===== config.mk =====
export PLATFORM = sky130hd
export DESIGN_NAME = two_source_pixel_channel_ratio
export DESIGN_NICKNAME = d
export VERILOG_FILES = /design/src/rtl/core/tspcr_pkg.sv /design/src/rtl/core/tspcr_front.sv /design/src/rtl/core/tspcr_div_stage.sv /design/src/rtl/core/tspcr_back.sv /design/src/rtl/core/two_source_pixel_channel_ratio.sv
export SDC_FILE = /design/constraint.sdc
export NUM_CORES = 2
export LEC_CHECK = 0
export BUFFER_PORTS_ARGS = -buffer_cell sky130_fd_sc_hd__buf_2
export CELL_PAD_IN_SITES_DETAIL_PLACEMENT = 0
export CELL_PAD_IN_SITES_GLOBAL_PLACEMENT = 2
export CORE_ASPECT_RATIO = 0.7
export CORE_MARGIN = 2
export CORE_UTILIZATION = 26
export DETAILED_ROUTE_END_ITERATION = 7
export PLACE_DENSITY_LB_ADDON = 0.08
export SLEW_MARGIN = 30
export SYNTH_ARGS = -nofsm -noshare
export SYNTH_HDL_FRONTEND = slang
export SYNTH_SLANG_ARGS = --single-unit

===== constraint.sdc =====
create_clock -name clk -period 61.4 [get_ports clk]
set_clock_uncertainty 0.15 [all_clocks]
set_input_delay 15.35 -clock clk [delete_from_list [all_inputs] [get_ports clk]]
set_output_delay 15.35 -clock clk [all_outputs]
set_load 0.01 [all_outputs]

===== src/rtl/core/tspcr_pkg.sv =====
`default_nettype none
package tspcr_pkg;

	localparam int QUO_W = 9;
	localparam int NUM_W = 17;
	localparam int DEN_W = 16;

	localparam logic [3:0] MODE_RATIO    = 4'd1;
	localparam logic [3:0] MODE_INV      = 4'd2;
	localparam logic [3:0] MODE_OFFS     = 4'd3;
	localparam logic [3:0] MODE_WSUM     = 4'd4;
	localparam logic [3:0] MODE_WSUM_DW  = 4'd5;
	localparam logic [3:0] MODE_PROD     = 4'd6;
	localparam logic [3:0] MODE_RATIO_S  = 4'd7;
	localparam logic [3:0] MODE_INV_S    = 4'd8;
	localparam logic [3:0] MODE_OFFS_S   = 4'd9;
	localparam logic [3:0] MODE_WSUM_S   = 4'd10;
	localparam logic [3:0] MODE_WSUM_DWS = 4'd11;
	localparam logic [3:0] MODE_PROD_S   = 4'd12;

	localparam logic [1:0] REG_MODE  = 2'd0;
	localparam logic [1:0] REG_RED   = 2'd1;
	localparam logic [1:0] REG_GREEN = 2'd2;
	localparam logic [1:0] REG_BLUE  = 2'd3;

	typedef struct packed {
		logic [7:0] first_red;
		logic [7:0] first_green;
		logic [7:0] first_blue;
		logic [7:0] second_red;
		logic [7:0] second_green;
		logic [7:0] second_blue;
	} tspcr_in_t;

	typedef struct packed {
		logic [7:0] out_red;
		logic [7:0] out_green;
		logic [7:0] out_blue;
	} tspcr_out_t;

	typedef struct packed {
		logic [NUM_W-1:0] rem;
		logic [DEN_W-1:0] den;
		logic [QUO_W-1:0] quo;
		logic             zero;
		logic             ovf;
		logic             bypass;
		logic [7:0]       own;
		logic [3:0]       mode;
		logic [7:0]       wc;
		logic [15:0]      addend;
	} tspcr_lane_t;

endpackage
`default_nettype wire


===== src/rtl/core/tspcr_front.sv =====
`default_nettype none
module tspcr_front (
	input  wire logic                  clk,
	input  wire logic                  en,
	input  wire logic [3:0]            mode,
	input  wire logic [7:0]            own2,
	input  wire logic [7:0]            wc,
	input  wire logic [7:0]            fa,
	input  wire logic [7:0]            wa,
	input  wire logic [7:0]            fb,
	input  wire logic [7:0]            wb,
	output tspcr_pkg::tspcr_lane_t     lane_s1
);

	tspcr_pkg::tspcr_lane_t lane_d;
	logic        weighted;
	logic [8:0]  pa, pb, s;
	logic [9:0]  psum;
	logic [16:0] prod_a, prod_b, prod_s, wsum;

	always_comb begin
		weighted = (mode == tspcr_pkg::MODE_RATIO) || (mode == tspcr_pkg::MODE_INV) ||
			(mode == tspcr_pkg::MODE_RATIO_S) || (mode == tspcr_pkg::MODE_INV_S);
		pa = {1'b0, fa} + (weighted ? {1'b0, wa} : 9'd1);
		pb = {1'b0, fb} + (weighted ? {1'b0, wb} : 9'd1);
		s  = {1'b0, own2} + (weighted ? {1'b0, wc} : 9'd1);
		psum = {1'b0, pa} + {1'b0, pb};
		prod_a = {8'b0, pa} * {9'b0, wa};
		prod_b = {8'b0, pb} * {9'b0, wb};
		prod_s = {8'b0, s} * {9'b0, wc};
		wsum = prod_a + prod_b;

		lane_d = '0;
		lane_d.own = own2;
		lane_d.mode = mode;
		lane_d.wc = wc;
		lane_d.bypass = (mode < tspcr_pkg::MODE_RATIO) || (mode > tspcr_pkg::MODE_PROD_S);
		case (mode)
			tspcr_pkg::MODE_RATIO, tspcr_pkg::MODE_RATIO_S: begin
				lane_d.rem = {8'b0, s};
				lane_d.den = {6'b0, psum};
			end
			tspcr_pkg::MODE_INV, tspcr_pkg::MODE_INV_S,
			tspcr_pkg::MODE_OFFS, tspcr_pkg::MODE_OFFS_S: begin
				lane_d.rem = {7'b0, psum};
				lane_d.den = {7'b0, s};
			end
			tspcr_pkg::MODE_WSUM, tspcr_pkg::MODE_WSUM_S: begin
				lane_d.rem = wsum;
				lane_d.den = {7'b0, s};
			end
			tspcr_pkg::MODE_WSUM_DW, tspcr_pkg::MODE_WSUM_DWS: begin
				lane_d.rem = wsum;
				lane_d.den = prod_s[15:0];
			end
			tspcr_pkg::MODE_PROD, tspcr_pkg::MODE_PROD_S: begin
				lane_d.rem = prod_s;
				lane_d.den = prod_a[15:0];
				lane_d.addend = prod_b[15:0];
			end
			default: begin
				lane_d.rem = '0;
				lane_d.den = 16'd1;
			end
		endcase
		lane_d.zero = (lane_d.den == '0);
	end

	always_ff @(posedge clk) begin
		if (en) begin
			lane_s1 <= lane_d;
		end
	end

endmodule
`default_nettype wire


===== src/rtl/core/tspcr_div_stage.sv =====
`default_nettype none
module tspcr_div_stage #(
	parameter int HI = 8
) (
	input  wire logic                  clk,
	input  wire logic                  en,
	input  wire tspcr_pkg::tspcr_lane_t lane_i,
	output tspcr_pkg::tspcr_lane_t     lane_o
);

	localparam int W = tspcr_pkg::DEN_W + tspcr_pkg::QUO_W + 1;

	tspcr_pkg::tspcr_lane_t lane_d;
	logic [W-1:0] r;
	logic [W-1:0] dsh;

	always_comb begin
		lane_d = lane_i;
		r = {{(W-tspcr_pkg::NUM_W){1'b0}}, lane_i.rem};
		dsh = '0;
		if (HI == tspcr_pkg::QUO_W - 1) begin
			lane_d.ovf = r >= {1'b0, lane_i.den, {tspcr_pkg::QUO_W{1'b0}}};
		end
		for (int j = 0; j < 3; j++) begin
			dsh = {{(W-tspcr_pkg::DEN_W){1'b0}}, lane_i.den} << (HI - j);
			if (r >= dsh) begin
				r = r - dsh;
				lane_d.quo[HI - j] = 1'b1;
			end
		end
		lane_d.rem = r[tspcr_pkg::NUM_W-1:0];
	end

	always_ff @(posedge clk) begin
		if (en) begin
			lane_o <= lane_d;
		end
	end

endmodule
`default_nettype wire


===== src/rtl/core/tspcr_back.sv =====
`default_nettype none
module tspcr_back (
	input  wire logic                  clk,
	input  wire logic                  en,
	input  wire tspcr_pkg::tspcr_lane_t lane_i,
	output logic [7:0]                 res_s5
);

	logic [8:0]  q;
	logic [16:0] base;
	logic [8:0]  sat;
	logic [16:0] prod;
	logic [16:0] v;
	logic [7:0]  res_d;

	always_comb begin
		q = lane_i.ovf ? '1 : lane_i.quo;
		case (lane_i.mode)
			tspcr_pkg::MODE_OFFS, tspcr_pkg::MODE_OFFS_S:
				base = {8'b0, q} + {9'b0, lane_i.wc};
			tspcr_pkg::MODE_PROD, tspcr_pkg::MODE_PROD_S:
				base = {8'b0, q} + {1'b0, lane_i.addend};
			default:
				base = {8'b0, q};
		endcase
		sat = (base > 17'd255) ? 9'd256 : base[8:0];
		prod = {8'b0, sat} * {9'b0, lane_i.wc};
		v = (lane_i.mode >= tspcr_pkg::MODE_RATIO_S) ? prod : {8'b0, sat};
		if (lane_i.bypass) begin
			res_d = lane_i.own;
		end else if (lane_i.zero || v > 17'd255) begin
			res_d = 8'd255;
		end else begin
			res_d = v[7:0];
		end
	end

	always_ff @(posedge clk) begin
		if (en) begin
			res_s5 <= res_d;
		end
	end

endmodule
`default_nettype wire


===== src/rtl/core/two_source_pixel_channel_ratio.sv =====
// channel   valid      stall      payload
// in        in_valid   in_stall   in_data  (tspcr_in_t)
// out       out_valid  out_stall  out_data (tspcr_out_t)
// cfg       cfg_we     -          cfg_index, cfg_data
//
// One pixel a cycle when not stalled; operand stage, three divider
// stages of three quotient bits each, then the scaling and clamp stage.
// Reset clears the valid bits and the registers; payload carries no reset.
// A stalled result holds the whole pipeline; in_stall follows it.
`default_nettype none
module two_source_pixel_channel_ratio (
	input  wire logic                 clk,
	input  wire logic                 arst_n,
	input  wire logic                 in_valid,
	output logic                      in_stall,
	input  wire tspcr_pkg::tspcr_in_t in_data,
	output logic                      out_valid,
	input  wire logic                 out_stall,
	output tspcr_pkg::tspcr_out_t     out_data,
	input  wire logic                 cfg_we,
	input  wire logic [1:0]           cfg_index,
	input  wire logic [7:0]           cfg_data
);

	logic [3:0] mode_q;
	logic [7:0] red_q, green_q, blue_q;
	logic       adv;
	logic       v_s1, v_s2, v_s3, v_s4;
	tspcr_pkg::tspcr_lane_t lane_s1 [3];
	tspcr_pkg::tspcr_lane_t lane_s2 [3];
	tspcr_pkg::tspcr_lane_t lane_s3 [3];
	tspcr_pkg::tspcr_lane_t lane_s4 [3];
	logic [7:0] res_s5 [3];

	assign adv = !out_valid || !out_stall;
	assign in_stall = !adv;

	always_ff @(posedge clk or negedge arst_n) begin
		if (!arst_n) begin
			mode_q <= '0;
			red_q <= '0;
			green_q <= '0;
			blue_q <= '0;
		end else if (cfg_we) begin
			case (cfg_index)
				tspcr_pkg::REG_MODE:  mode_q <= cfg_data[3:0];
				tspcr_pkg::REG_RED:   red_q <= cfg_data;
				tspcr_pkg::REG_GREEN: green_q <= cfg_data;
				tspcr_pkg::REG_BLUE:  blue_q <= cfg_data;
				default: ;
			endcase
		end
	end

	always_ff @(posedge clk or negedge arst_n) begin
		if (!arst_n) begin
			v_s1 <= 1'b0;
			v_s2 <= 1'b0;
			v_s3 <= 1'b0;
			v_s4 <= 1'b0;
			out_valid <= 1'b0;
		end else if (adv) begin
			v_s1 <= in_valid;
			v_s2 <= v_s1;
			v_s3 <= v_s2;
			v_s4 <= v_s3;
			out_valid <= v_s4;
		end
	end

	tspcr_front u_front_r (
		.clk(clk), .en(adv), .mode(mode_q), .own2(in_data.second_red), .wc(red_q),
		.fa(in_data.first_green), .wa(green_q), .fb(in_data.first_blue), .wb(blue_q),
		.lane_s1(lane_s1[0])
	);
	tspcr_front u_front_g (
		.clk(clk), .en(adv), .mode(mode_q), .own2(in_data.second_green), .wc(green_q),
		.fa(in_data.first_red), .wa(red_q), .fb(in_data.first_blue), .wb(blue_q),
		.lane_s1(lane_s1[1])
	);
	tspcr_front u_front_b (
		.clk(clk), .en(adv), .mode(mode_q), .own2(in_data.second_blue), .wc(blue_q),
		.fa(in_data.first_red), .wa(red_q), .fb(in_data.first_green), .wb(green_q),
		.lane_s1(lane_s1[2])
	);

	for (genvar c = 0; c < 3; c++) begin : g_lane
		tspcr_div_stage #(.HI(8)) u_div_a (
			.clk(clk), .en(adv), .lane_i(lane_s1[c]), .lane_o(lane_s2[c])
		);
		tspcr_div_stage #(.HI(5)) u_div_b (
			.clk(clk), .en(adv), .lane_i(lane_s2[c]), .lane_o(lane_s3[c])
		);
		tspcr_div_stage #(.HI(2)) u_div_c (
			.clk(clk), .en(adv), .lane_i(lane_s3[c]), .lane_o(lane_s4[c])
		);
		tspcr_back u_back (
			.clk(clk), .en(adv), .lane_i(lane_s4[c]), .res_s5(res_s5[c])
		);
	end

	assign out_data.out_red = res_s5[0];
	assign out_data.out_green = res_s5[1];
	assign out_data.out_blue = res_s5[2];

endmodule
`default_nettype wire


==> Word-level counts from Yosys, hierarchy flattened <==
Index checks and enable logic that the tools add are counted.
{ "word_totals": {"reg_bits": 769, "input_bits": 63, "output_inout_bits": 26, "elab_cells": 307} }
{ "classes": {"add_sub_neg": 42, "multipliers": 9, "n_lt_le_gt_ge": 39, "eq_ne": 19, "mux": 48, "reduce_logical": 26} }
{ "ops": {"columns": ["cell", "count"], "rows": [
  ["33-bit one-hot mux with 5 select lines", 3],
  ["26-bit 2-to-1 mux", 18],
  ["9-bit by 8-bit multiplier with 17-bit output", 9],
  ["17-bit 2-to-1 mux", 9],
  ["17-bit by 8-bit greater-than comparator with 1-bit output (second input constant)", 6],
  ["17-bit one-hot mux with 2 select lines", 3],
  ["17-bit subtractor", 6],
  ["26-bit by 16-bit >= comparator with 1-bit output", 3],
  ["26-bit by 17-bit >= comparator with 1-bit output", 3],
  ["26-bit by 19-bit >= comparator with 1-bit output", 3],
  ["26-bit by 20-bit >= comparator with 1-bit output", 3],
  ["26-bit by 22-bit >= comparator with 1-bit output", 3],
  ["26-bit by 23-bit >= comparator with 1-bit output", 3],
  ["26-bit by 17-bit subtractor with 26-bit output", 3],
  ["26-bit by 20-bit subtractor with 26-bit output", 3],
  ["26-bit by 23-bit subtractor with 26-bit output", 3],
  ["17-bit by 25-bit >= comparator with 1-bit output", 3],
  ["17-bit by 24-bit subtractor with 25-bit output", 3],
  ["17-bit by 24-bit >= comparator with 1-bit output", 3],
  ["8-bit 2-to-1 mux", 9],
  ["17-bit by 21-bit subtractor with 22-bit output", 3],
  ["17-bit by 21-bit >= comparator with 1-bit output", 3],
  ["17-bit by 18-bit subtractor with 19-bit output", 3],
  ["8-bit by 9-bit adder with 9-bit output", 6],
  ["other kinds (22)", 69]
]} }

==> Longest topological paths before layout <==
{ "logic_depth": {"ltp_word": 11, "depth_mapped": 37, "depth_no_buf": 34} }

==> Modules after synthesis <==
Synthesis repeated with hierarchy kept, for this count alone.
{ "hier_totals": {"hier_cells": 9687, "hier_area_um2": 96856.6} }
{ "modules_own_cells": {"columns": ["mod", "n_inst", "cells_each", "area_per_inst_um2", "seq_area_each_um2"], "rows": [
  ["tspcr_div_stage (g_lane[0].u_div_b ...)", 3, 516, 5441.5, 2432.3],
  ["tspcr_div_stage (g_lane[0].u_div_c ...)", 3, 482, 5413.9, 2432.3],
  ["tspcr_div_stage (g_lane[0].u_div_a ...)", 3, 476, 5238.8, 2432.3],
  ["tspcr_front (u_front_b)", 1, 1280, 11885.1, 2132.0],
  ["tspcr_front (u_front_r)", 1, 1278, 11877.6, 2132.0],
  ["tspcr_front (u_front_g)", 1, 1273, 11856.4, 2132.0],
  ["tspcr_back", 3, 454, 3901.2, 240.2],
  ["two_source_pixel_channel_ratio", 1, 72, 1251.2, 825.8]
]} }

==> Least setup slack after synthesis <==
Ideal clock, no wire load.
{ "synth_timing": {"kind": "in2out", "start": "in out_stall", "end": "out in_stall", "arrival_time_ns": 32.487, "required_ns": 45.900, "path_slack_ns": 13.413, "path_stages": 2, "cell_sequence": "nand2_1 -> inv_1"} }
{ "synth_between": {"elab_chain_cells": 3} }
{ "synth_lines": {"columns": ["element", "line", "text"], "rows": [
  ["start: declaration", "two_source_pixel_channel_ratio.sv:18", "input wire logic out_stall,"],
  ["1-bit zero test", "two_source_pixel_channel_ratio.sv:35", "assign adv = !out_valid || !out_stall;"],
  ["1-bit logical OR", "two_source_pixel_channel_ratio.sv:35", null],
  ["1-bit zero test", "two_source_pixel_channel_ratio.sv:36", "assign in_stall = !adv;"],
  ["end: declaration", "two_source_pixel_channel_ratio.sv:15", "output logic in_stall,"]
]} }
No other way between the ends.

==> Final worst setup path <==
Ends and elaborated chain as after synthesis.

==> impl_metrics.tcl <==
set metrics [dict create \
    die_height_um 454 \
    syn_to_final_growth_pct 11.8 \
    yosysUniqueCellTypes 107 \
    setup_viol_count_final 0 \
    max_freq_mhz 31.6 \
    die_w_um 647 \
    drt_iter0_drc 4188 \
    hold_violations 0 \
    cts_hold_buf 0 \
    clk_path_buf_depth 3 \
    slew_violations 0 \
    cts_tree "built" \
    io_pins 89 \
    synth-seq-cells 769 \
    synth.top_cells.by_count "927 x ha_1, 810 x inv_1, 736 x edfxtp_1, 639 x nand2_1, 420 x fa_1" \
    path_clk_slew_ps 60 \
    drtPass1Iterations 6 \
    synthFlopType "edfxtp_1" \
    cp-startpoint "out_stall" \
    worstSetupEndpoint "in_stall" \
    fin_setup_tns_ps 0 \
    async_flop_share 0.0429 \
    synth_enable_flop_cells 736 \
    drc 0 \
    io_buffers 88 \
    critical_path_class "in2out" \
    clk_latency_ps 720 \
    die_area_mm2 0.294 \
    wl_mm 281 \
    r2r_cells 30 \
    viasPerCell 4.86 \
    r2r_end "g_lane[2].u_back.res_s5[3]" \
    drv_cap 0 \
    avgSynthCellArea_um2 9.90 \
    status "complete, no violations" \
    hold_path.class "reg2reg" \
    cts_inserted_buffers 90 \
    hold_start "g_lane[2].u_div_b.lane_o[43]" \
    yosysTopAreaCell "edfxtp_1" \
    grt_start_max_net_pins 74 \
    postSynthNetCount 9008 \
    grt_pass1_wl_mm 409 \
    worst_ep_required_time_ps 45900 \
    num_rows 165 \
    netlist_instances 7598 \
    regToRegStartpoint "g_lane[2].u_div_c.lane_o[37]" \
    wl_per_cell_um 24.1 \
    post-route-min-period_ps 31620 \
    clock_sink_count 769 \
    end_kind "output pin" \
    cts_resized 0 \
    arrival_ps 16120 \
    final_nets 9139 \
    postCtsSetupBuffers 0 \
    dp_hpwl_mm 231 \
    ys_seq_area_frac 0.305 \
    synthesis.area_mm2 0.0752 \
    grt_use_total 0.191 \
    rrSetupSlack_ps 50650 \
    grt_pass1_vias 56500 \
    num_vias 56700 \
    gp_congestion 0.837 \
    drive_gt1_frac 0.0897 \
    fin_crit_sh 0.515 \
    overflow 0 \
    tightest_slew_ps 1090 \
    cts.htree.levels 3 \
    start_util 0.261 \
    setup.worst_path.start_class "primary input" \
    synth_area_leaders "edfxtp_1 29%, ha_1 15%, fa_1 11%, inv_1 4.0%, xnor2_1 3.5%" \
    yosysTopAreaCellShare 0.294 \
    yosys_warnings 0 \
    clock_tree.root_cell "clkbuf_16" \
    yosysMostFrequentCell "ha_1" \
    antenna_found_initial 53 \
    timing.slew.headroom 0.269 \
    rsz0062_at_grt "no" \
    core_area_mm2 0.288 \
    ant_nets 0 \
    crit_fanout 23 \
]
worst max-delay path: stages:
cell and delay [ps]:
buf_2 120, nand2_4 310, inv_1 130, buf_2 170
flip-flops by register name (all words and copies together), names as in the netlist:
name / cells
g_lane.u_div_a.lane_o: 199
g_lane.u_back.res_s5: 24
v_s4: 1
u_front_r.lane_s1: 50
v_s3: 1
mode_q: 4
blue_q: 8
g_lane.u_div_c.lane_o: 118
v_s1: 1
u_front_b.lane_s1: 71
green_q: 8
out_valid: 1
v_s2: 1
u_front_g.lane_s1: 66
g_lane.u_div_b.lane_o: 208
red_q: 8
cells in the final DEF, fill, tap and decap left out, types with 24 or more instances in the layout:
cell and n:
ha_1 927, inv_1 810, edfxtp_1 736, nand2_1 638, fa_1 420, a21oi_1 413
and2_1 398, nor2_1 351, o21ai_0 333, xnor2_1 279, mux2_2 199, a21o_1 179
xor2_1 151, nor2b_1 129, nor3_1 122, nand3_1 117, buf_4 114, o21a_1 97
clkbuf_16 90, buf_2 88, and3_1 85, nand4_1 75, nand2b_1 74, a211oi_1 72
o21bai_1 60, or2_2 57, a22oi_1 37, nor4_1 36, a31oi_1 36, or3_1 36
mux2i_1 33, dfrtp_1 33, o31ai_1 26, o211ai_1 25, diode_2 24
layout make-up:
class | count | area, um2
diodes | 24 | 60.1
clock buffers | 111 | 2330
clock inverters | 56 | 667
fillers | 30300 | 204000
inverters | 812 | 3050
multi-input cells | 5852 | 48900
flip-flops and latches | 769 | 22900
well taps | 3841 | 4810
repair buffers | 204 | 1320
routing by layer:
layer | wire [um] | global-route usage | vias to the layer above
met3 | 13600 | 0.0253 | 228
met5 | 41 | 0 | -
li1 | - | - | 27400
met4 | 5930 | 0.0396 | 6
met1 | 158000 | 0.317 | 28000
met2 | 104000 | 0.251 | 1122
cells by family after synthesis:
group | share of synthesized area
AOI/OAI and AO/OA | 0.139
xor gates and xnor gates | 0.0532
adders and majority gates | 0.266
buffers and inverters | 0.0494
DFF | 0.305
muxes | 0.0369
and+or+nand+nor | 0.150
stage by stage:
stage | util | setup WS [ps] | instance area, um2 | hold WS [ps] | std cells
after floorplan | - | 13410 | 75200 | 250 | 7598
after global placement | 0.281 | 29800 | 80900 | 252 | 11500
after detailed placement | 0.281 | 29770 | 81000 | 255 | 11500
after CTS | 0.291 | 29770 | 84000 | 257 | 11600
after global routing | 0.292 | 29740 | 84000 | 268 | 11700
final | 0.292 | 29780 | 84100 | 255 | 11700
worst min path at each step:
stage                                   endpoint  cells past startpoint  slack (ps)
floorplan           g_lane[0].u_div_a.lane_o[16]                      0         250
CTS                 g_lane[2].u_div_c.lane_o[43]                      0         260
detailed placement  g_lane[0].u_div_a.lane_o[34]                      0         250
global route        g_lane[2].u_div_b.lane_o[23]                      0         270
global placement    g_lane[0].u_div_c.lane_o[34]                      0         250
finish              g_lane[2].u_div_c.lane_o[43]                      0         260
Power is left out: the tool's default activity adds up to more than one toggle a clock period on the data nets, which glitch-free logic cannot reach.
